===== src/design/gbs_pkg.sv =====
// Shared constants, command and status types, and the Gaussian weight table of the bin smoother.
package gbs_pkg;

    localparam int FRAME_LEN  = 256;
    localparam int HALF_TAPS  = 32;
    localparam int WIN_LEN    = 2 * HALF_TAPS - 1;

    localparam int SAMPLE_W   = 16;
    localparam int WEIGHT_W   = 16;
    localparam int FRAC_W     = 16;
    localparam int IDX_W      = 8;
    localparam int OUT_DATA_W = SAMPLE_W + IDX_W;

    localparam int TAP_W      = (HALF_TAPS > 1) ? $clog2(HALF_TAPS) : 1;
    localparam int CNT_W      = $clog2(FRAME_LEN);
    localparam int PAIR_W     = SAMPLE_W + 1;
    localparam int PROD_W     = PAIR_W + WEIGHT_W;
    localparam int ACC_W      = PROD_W + TAP_W;
    localparam int ROM_IDX_W  = 6;

    localparam logic [ACC_W:0] ROUND_HALF = (ACC_W + 1)'(1) << (FRAC_W - 1);

    typedef logic [SAMPLE_W-1:0] sample_t;

    // Commands from the controller to the datapath.
    typedef struct packed {
        logic             fill;        // Load every window entry with the incoming sample.
        logic             shift_in;    // Shift the incoming sample into the window.
        logic             shift_last;  // Shift the newest sample in again (right clamp).
        logic             mac_en;      // One multiply step of the weighted sum.
        logic             mac_first;   // The step is the center tap.
        logic [TAP_W-1:0] tap;         // Tap offset of this step.
        logic             write;       // Load the output register with the rounded sum.
        logic [CNT_W-1:0] bin;         // Bin number of the result being written.
    } dp_cmd_t;

    typedef struct packed {
        logic out_free;                // The output register can take a new item.
    } dp_status_t;

    // Q0.16 Gaussian weights, sigma 3.5; offsets of 16 and beyond round to zero.
    function automatic logic [WEIGHT_W-1:0] gauss_weight(input logic [ROM_IDX_W-1:0] j);
        logic [WEIGHT_W-1:0] w;
        unique case (j)
            6'd0:    w = 16'd7470;
            6'd1:    w = 16'd7171;
            6'd2:    w = 16'd6345;
            6'd3:    w = 16'd5174;
            6'd4:    w = 16'd3888;
            6'd5:    w = 16'd2693;
            6'd6:    w = 16'd1719;
            6'd7:    w = 16'd1011;
            6'd8:    w = 16'd548;
            6'd9:    w = 16'd274;
            6'd10:   w = 16'd126;
            6'd11:   w = 16'd54;
            6'd12:   w = 16'd21;
            6'd13:   w = 16'd8;
            6'd14:   w = 16'd3;
            6'd15:   w = 16'd1;
            default: w = 16'd0;
        endcase
        return w;
    endfunction

endpackage


===== src/design/gaussian_bin_smoother_unit.sv =====
// Top level of the Gaussian bin smoother: controller, datapath and a few checks.
//
//  Channel  Direction  Signals                       Content of one item
//  s_*      in         s_tvalid s_tready s_tdata     bin_value, next bin of the frame
//  m_*      out        m_tvalid m_tready m_tdata     smoothed value and its bin index
//                      m_tlast                       frame_end, set on the frame's last bin
//
// A bin that causes a result runs through the accept cycle, HALF_TAPS multiply steps on the
// single 17x16 multiplier (the center tap, then one folded tap pair per cycle), a drain step
// to add the last product and a write step to round, saturate and load the output register
// before the next bin can be taken. Bins before the first result only enter the window.
// The last bin of a frame is followed by HALF_TAPS-1 flush results; the repeated last bin
// is shifted in during the write cycle of the result before it.
// Reset clears the controller, the frame position and the output valid flag.
// A stalled output holds the machine in its write cycle; earlier results are kept intact.
// While the sum is computed, s_tready stays low.
module gaussian_bin_smoother_unit
    import gbs_pkg::*;
(
    input  logic                  clk,
    input  logic                  rst_n,
    input  logic                  s_tvalid,
    output logic                  s_tready,
    input  logic [SAMPLE_W-1:0]   s_tdata,   // [15:0] bin_value
    output logic                  m_tvalid,
    input  logic                  m_tready,
    output logic [OUT_DATA_W-1:0] m_tdata,   // [15:0] smoothed, [23:16] bin_index
    output logic                  m_tlast    // frame_end
);

    dp_cmd_t    cmd;
    dp_status_t status;

    gbs_ctrl u_ctrl (
        .clk      (clk),
        .rst_n    (rst_n),
        .in_valid (s_tvalid),
        .in_ready (s_tready),
        .status   (status),
        .cmd      (cmd)
    );

    gbs_datapath u_datapath (
        .clk      (clk),
        .rst_n    (rst_n),
        .in_value (s_tdata),
        .cmd      (cmd),
        .status   (status),
        .m_tready (m_tready),
        .m_tvalid (m_tvalid),
        .m_tdata  (m_tdata),
        .m_tlast  (m_tlast)
    );

    // A result is never written over one that is still waiting at the output.
    assert property (@(posedge clk) disable iff (!rst_n) cmd.write |-> status.out_free)
        else $error("result written while output register is occupied");

    // No new bin is taken while the weighted sum is being computed.
    assert property (@(posedge clk) disable iff (!rst_n) cmd.mac_en |-> !s_tready)
        else $error("input ready during multiply-accumulate");

    // The frame end marker belongs to the last bin of the frame.
    assert property (@(posedge clk) disable iff (!rst_n)
        (m_tvalid && m_tlast) |-> (m_tdata[OUT_DATA_W-1:SAMPLE_W] == IDX_W'(FRAME_LEN - 1)))
        else $error("frame end flagged on a bin other than the last");

    // A write always follows a complete sum: the cycle before it adds no new step.
    assert property (@(posedge clk) disable iff (!rst_n) cmd.write |-> !$past(cmd.mac_en))
        else $error("result written before the sum was complete");

endmodule


===== src/design/gbs_ctrl.sv =====
// Controller of the bin smoother: frame position, tap sequencing and flush of the frame tail.
module gbs_ctrl
    import gbs_pkg::*;
(
    input  logic       clk,
    input  logic       rst_n,
    input  logic       in_valid,
    output logic       in_ready,
    input  dp_status_t status,
    output dp_cmd_t    cmd
);

    localparam logic [1:0] ST_IDLE  = 2'd0;
    localparam logic [1:0] ST_MAC   = 2'd1;
    localparam logic [1:0] ST_DRAIN = 2'd2;
    localparam logic [1:0] ST_WRITE = 2'd3;

    localparam logic [CNT_W-1:0] FIRST_OUT = CNT_W'(HALF_TAPS - 1);
    localparam logic [CNT_W-1:0] LAST_BIN  = CNT_W'(FRAME_LEN - 1);
    localparam logic [TAP_W-1:0] LAST_TAP  = TAP_W'(HALF_TAPS - 1);

    logic [1:0]       state_reg, state_next;
    logic [CNT_W-1:0] count_reg, count_next;
    logic [CNT_W-1:0] out_bin_reg, out_bin_next;
    logic [TAP_W-1:0] tap_reg, tap_next;
    logic             accept;

    assign in_ready = (state_reg == ST_IDLE);
    assign accept   = in_ready && in_valid;

    always_comb
    begin
        state_next     = state_reg;
        count_next     = count_reg;
        out_bin_next   = out_bin_reg;
        tap_next       = tap_reg;
        cmd            = '0;
        cmd.tap        = tap_reg;
        cmd.bin        = out_bin_reg;
        cmd.mac_first  = (tap_reg == '0);

        unique case (state_reg)
            ST_IDLE:
            begin
                if (accept)
                begin
                    cmd.fill     = (count_reg == '0);
                    cmd.shift_in = (count_reg != '0);
                    count_next   = (count_reg == LAST_BIN) ? '0 : count_reg + 1'b1;
                    if (count_reg >= FIRST_OUT)
                    begin
                        out_bin_next = count_reg - FIRST_OUT;
                        tap_next     = '0;
                        state_next   = ST_MAC;
                    end
                end
            end
            ST_MAC:
            begin
                cmd.mac_en = 1'b1;
                if (tap_reg == LAST_TAP)
                begin
                    state_next = ST_DRAIN;
                end
                else
                begin
                    tap_next = tap_reg + 1'b1;
                end
            end
            ST_DRAIN:
            begin
                state_next = ST_WRITE;
            end
            ST_WRITE:
            begin
                if (status.out_free)
                begin
                    cmd.write = 1'b1;
                    // A zero frame position here means the last bin came in: keep flushing.
                    if (count_reg == '0 && out_bin_reg != LAST_BIN)
                    begin
                        cmd.shift_last = 1'b1;
                        out_bin_next   = out_bin_reg + 1'b1;
                        tap_next       = '0;
                        state_next     = ST_MAC;
                    end
                    else
                    begin
                        state_next = ST_IDLE;
                    end
                end
            end
            default:
            begin
                state_next = ST_IDLE;
            end
        endcase
    end

    always_ff @(posedge clk or negedge rst_n)
    begin
        if (!rst_n)
        begin
            state_reg   <= ST_IDLE;
            count_reg   <= '0;
            out_bin_reg <= '0;
            tap_reg     <= '0;
        end
        else
        begin
            state_reg   <= state_next;
            count_reg   <= count_next;
            out_bin_reg <= out_bin_next;
            tap_reg     <= tap_next;
        end
    end

endmodule


===== src/design/gbs_datapath.sv =====
// Datapath of the bin smoother: sample window, folded multiply-accumulate and output register.
module gbs_datapath
    import gbs_pkg::*;
(
    input  logic                  clk,
    input  logic                  rst_n,
    input  sample_t               in_value,
    input  dp_cmd_t               cmd,
    output dp_status_t            status,
    input  logic                  m_tready,
    output logic                  m_tvalid,
    output logic [OUT_DATA_W-1:0] m_tdata,
    output logic                  m_tlast
);

    sample_t               win_reg  [WIN_LEN];
    sample_t               win_next [WIN_LEN];
    sample_t               shift_val;

    logic [PAIR_W-1:0]     pair;
    logic [PAIR_W-1:0]     operand;
    logic [WEIGHT_W-1:0]   weight;
    logic [PROD_W-1:0]     prod_reg, prod_next;
    logic                  pvalid_reg;
    logic                  pfirst_reg;
    logic [ACC_W-1:0]      acc_reg, acc_next;

    logic [ACC_W:0]        rounded;
    logic [ACC_W-FRAC_W:0] scaled;
    sample_t               result;

    logic                  out_valid_reg;
    logic [OUT_DATA_W-1:0] out_data_reg;
    logic                  out_last_reg;

    assign shift_val = cmd.shift_in ? in_value : win_reg[WIN_LEN-1];

    // The two halves rotate during the sum so the tap pair is always read at the
    // entries beside the center; after HALF_TAPS-1 rotations they are back in place.
    always_comb
    begin
        win_next = win_reg;
        if (cmd.fill)
        begin
            for (int i = 0; i < WIN_LEN; i++)
            begin
                win_next[i] = in_value;
            end
        end
        else if (cmd.shift_in || cmd.shift_last)
        begin
            for (int i = 0; i < WIN_LEN - 1; i++)
            begin
                win_next[i] = win_reg[i+1];
            end
            win_next[WIN_LEN-1] = shift_val;
        end
        else if (cmd.mac_en && !cmd.mac_first)
        begin
            win_next[0] = win_reg[HALF_TAPS-2];
            for (int i = 1; i < HALF_TAPS - 1; i++)
            begin
                win_next[i] = win_reg[i-1];
            end
            for (int i = HALF_TAPS; i < WIN_LEN - 1; i++)
            begin
                win_next[i] = win_reg[i+1];
            end
            win_next[WIN_LEN-1] = win_reg[HALF_TAPS];
        end
    end

    assign pair    = {1'b0, win_reg[HALF_TAPS-2]} + {1'b0, win_reg[HALF_TAPS]};
    assign operand = cmd.mac_first ? {1'b0, win_reg[HALF_TAPS-1]} : pair;
    assign weight  = gauss_weight(ROM_IDX_W'(cmd.tap));

    assign prod_next = PROD_W'(operand) * PROD_W'(weight);

    always_comb
    begin
        acc_next = acc_reg;
        if (pvalid_reg)
        begin
            acc_next = pfirst_reg ? ACC_W'(prod_reg) : acc_reg + ACC_W'(prod_reg);
        end
    end

    assign rounded = {1'b0, acc_reg} + ROUND_HALF;
    assign scaled  = rounded[ACC_W:FRAC_W];
    assign result  = (|scaled[ACC_W-FRAC_W:SAMPLE_W]) ? {SAMPLE_W{1'b1}} : scaled[SAMPLE_W-1:0];

    assign status.out_free = !out_valid_reg || m_tready;

    always_ff @(posedge clk)
    begin
        for (int i = 0; i < WIN_LEN; i++)
        begin
            win_reg[i] <= win_next[i];
        end
        prod_reg <= prod_next;
        acc_reg  <= acc_next;
        if (cmd.write)
        begin
            out_data_reg <= {IDX_W'(cmd.bin), result};
            out_last_reg <= (cmd.bin == CNT_W'(FRAME_LEN - 1));
        end
    end

    always_ff @(posedge clk or negedge rst_n)
    begin
        if (!rst_n)
        begin
            pvalid_reg    <= 1'b0;
            pfirst_reg    <= 1'b0;
            out_valid_reg <= 1'b0;
        end
        else
        begin
            pvalid_reg <= cmd.mac_en;
            pfirst_reg <= cmd.mac_first;
            if (cmd.write)
            begin
                out_valid_reg <= 1'b1;
            end
            else if (m_tready)
            begin
                out_valid_reg <= 1'b0;
            end
        end
    end

    assign m_tvalid = out_valid_reg;
    assign m_tdata  = out_data_reg;
    assign m_tlast  = out_last_reg;

endmodule

===== config.mk =====
export PLATFORM = sky130hd
export DESIGN_NAME = gaussian_bin_smoother_unit
export DESIGN_NICKNAME = d
export VERILOG_FILES = /design/src/design/gbs_pkg.sv /design/src/design/gaussian_bin_smoother_unit.sv /design/src/design/gbs_ctrl.sv /design/src/design/gbs_datapath.sv
export SDC_FILE = /design/constraint.sdc
export NUM_CORES = 2
export LEC_CHECK = 0
export BUFFER_PORTS_ARGS = -buffer_cell sky130_fd_sc_hd__buf_2
export CAP_MARGIN = 20
export CORE_UTILIZATION = 58
export CTS_CLUSTER_SIZE = 30
export DETAILED_ROUTE_END_ITERATION = 10
export MAX_ROUTING_LAYER = met4
export PLACE_DENSITY = 0.81
export SETUP_SLACK_MARGIN = 0.5
export SLEW_MARGIN = 15
export SYNTH_ARGS = -nofsm -noshare
export SYNTH_HDL_FRONTEND = slang
export SYNTH_SLANG_ARGS = --single-unit

===== constraint.sdc =====
create_clock -name clk -period 31.5 [get_ports clk]
set_input_delay 6.3 -clock clk [delete_from_list [all_inputs] [get_ports clk]]
set_output_delay 6.3 -clock clk [all_outputs]
set_load 0.1 [all_outputs]

==> impl_metrics.json <==
{
  "drive_gt1_share_pct": 6.131,
  "fin_util_pct": 63.07,
  "layoutNonFillerInstCount": 6332,
  "place_ws_ns": 18.51,
  "synthesis.instances": 5142,
  "die_h_um": 315.0,
  "crit_family": "buffers and inverters",
  "drc": 5,
  "syn_nets": 5497,
  "grt_overflow": 0,
  "antenna_found_initial": 3,
  "via_count": 38110,
  "status": "finished with violations",
  "drt_iter0_drc": 4324,
  "clk_path_buf_depth": 3,
  "numCtsBuffers": 110,
  "worstSetupPathDepth": 12,
  "cts.sinks": 1129,
  "cts_resized": 0,
  "skew_ns": 0.02840,
  "cpPeakStageDelay_ns": 0.89,
  "drt_wl_total_mm": 110.4,
  "grt_pass1_wl_mm": 179.6,
  "critPathKind": "in2reg",
  "ys_types": 84,
  "hold_path_class": "reg2reg",
  "cts-htree-levels": 3,
  "required_ns": 31.82,
  "cp_num_buf_inv": 7,
  "layout_setup_ws_ns": 19.28,
  "io_pins": 47,
  "layout-area-overhead-vs-synth_pct": 7.502,
  "start_util_pct": 58.67,
  "tns_ns": 0,
  "syn_area_per_cell_um2": 11.05,
  "hold_depth": 2,
  "row_count": 114,
  "cts_setup_buffers": 0,
  "drv_cap": 0,
  "grt_max_degree": 266,
  "violations": "DRC",
  "cp_max_fo": 178,
  "io_buffers": 46,
  "clk_pin_slew_worst_paths_ns": 0.06,
  "slowest_stage": "buf_4",
  "async_reset_ff_share_pct": 2.303,
  "ys.flop_type": "edfxtp_1",
  "grt_pass1_vias": 35410,
  "min_period_ns": 12.22,
  "track_usage_pct": 22.57,
  "min_period_over_period_pct": 38.79,
  "finalMaxSlewViolations": 0,
  "crit_path_frequent_cell": "buf_4",
  "synth_edf_count": 1071,
  "final_cell_mix": "nand2_1 (1299), edfxtp_1 (1071), o21ai_0 (581)",
  "cts_root_buf": "clkbuf_16",
  "ant_nets": 0,
  "hold_buffers": 0,
  "fp.dieW_um": 315.0,
  "fmax_mhz": 81.83,
  "cts_tree": "yes",
  "rsz0062_at_grt": "no",
  "ys_warn_count": 0,
  "die_area_um2": 99220,
  "core-area_um2": 96850,
  "routabilityCongestion": 0.9207,
  "final-setup-viol-count": 0,
  "synth-seq-cells": 1129,
  "crit_chain": "buf_2 > nand2b_1 > and2_1 > and3_1 > nor2_4 > buf_12 > nand2_4 > buf_4 > buf_4 > buf_4 > buf_4 > buf_4",
  "cp-start-kind": "input port",
  "diodes": 0,
  "vias_per_cell": 6.018,
  "maxSlewHeadroom_pct": 19.88,
  "worstMarginPinSlew_ns": 1.202,
  "hpwl_mm": 63.29,
  "layout_commonest_cell": "nand2_1",
  "synth_sequential_area_ratio_pct": 58.87,
  "hold_viol_final": 0,
  "drt-wirelength-per-cell_um": 17.44,
  "firstDrtPassIters": 8,
  "reg2regPathDepth": 26,
  "clock_latency_ns": 0.71,
  "final_nets": 5318,
  "dp_cells": 6125,
  "cp.arrival_ns": 12.54,
  "largest_register_ffs": 1008,
  "synth_area_um2": 56820,
  "critPathCaptureType": "flip-flop"
}
[cell usage after synthesis (11+ instances only)]
cell | number | area [µm²]
fa_1 | 167 | 3343
a21oi_1 | 85 | 425.4
a21o_1 | 33 | 247.7
edfxtp_1 | 1071 | 32160
nand4_1 | 15 | 93.84
xor2_1 | 46 | 402.9
o21bai_1 | 14 | 105.1
buf_2 | 108 | 540.5
nand2_1 | 1302 | 4887
o22ai_1 | 504 | 3153
dfrtp_1 | 26 | 650.6
o21a_1 | 12 | 90.09
and2_1 | 29 | 181.4
clkbuf_1 | 258 | 968.4
o21ai_0 | 583 | 2918
dfxtp_1 | 32 | 640.6
nor2b_1 | 31 | 193.9
and3_1 | 22 | 137.6
xnor2_1 | 45 | 394.1
inv_1 | 253 | 949.7
nor3_1 | 19 | 95.09
ha_1 | 168 | 2102
nand2b_1 | 19 | 118.9
nor2_1 | 95 | 356.6
a31oi_1 | 11 | 68.82
nand3_1 | 38 | 190.2
[layout make-up]
class	instances	area (µm²)
clock buffers	142	2934
repair buffers	91	675.6
clock inverters	63	614.3
inverters	256	960.9
well taps	1276	1597
flip-flops and latches	1129	33450
multi-input cells	3375	20850
fillers	7125	35770
[worst reg2reg max path: stages (launching register included)]
cell	delay (ns)
dfrtp_1	0.59
inv_1	0.18
ha_1	0.32
nor2b_1	0.21
nand2_1	0.14
clkinv_1	0.75
nand2_1	0.44
nand2_1	0.37
nand2_1	0.23
fa_1	0.46
fa_1	0.55
inv_1	0.05
fa_1	0.50
inv_1	0.05
fa_1	0.53
inv_1	0.05
fa_1	0.49
fa_1	0.41
ha_1	0.35
and4_1	0.21
a22o_1	0.17
a41oi_1	0.21
o21a_1	0.25
or2_1	0.27
o31a_1	0.32
mux2i_1	0.15
nand2_1	0.06
[routing by layer]
metal  routed length (µm)  vias up  global-route usage, %  share of wire, %
met1                48530    18570                  32.24                44
met3                 7484      179                  3.473               6.8
li1                     -    18000                      -                 -
met4                 2567        0                  6.344               2.3
met5                    0        -                      -                 0
met2                51860     1353                  33.79                47
[through the flow]
step                      cell area, µm²  hold WS (ns)
after global placement             57500        0.4844
after global routing               61080        0.5166
after floorplan                    56820        0.4622
after CTS                          61040        0.5133
after detailed placement           57500        0.4997
final                              61080        0.5059
[final timing paths]
check	slack, ns	start	endpoint
hold / removal	0.51	u_datapath.win_reg[54]	u_datapath.win_reg[70]
hold reg to reg	0.51	u_datapath.win_reg[54]	u_datapath.win_reg[70]
min in group asynchronous	5.60	rst_n	u_ctrl.count_reg[0]
setup reg to reg	23.06	u_ctrl.tap_reg[0]	u_datapath.prod_reg[28]
max in group asynchronous	25.43	rst_n	u_datapath.pfirst_reg
setup / recovery	19.28	m_tready	u_datapath.win_reg[756]
[cells by family (layout without fill, tap and decap cells)]
kind of cell	Yosys count	after routing	share of synthesized area (%)
AO/OA/AOI/OAI	1313	1313	13.56
multiplexers	16	16	0.2995
XOR/XNOR	91	91	1.403
buffers and inverters	638	552	4.545
adder cells (fa/ha/maj)	335	335	9.583
flip-flops	1129	1129	58.87
AND/OR/NAND/NOR	1620	1620	11.73
Power is left out: the tool's default activity adds up to more than one toggle a clock period on the data nets, which glitch-free logic cannot reach.
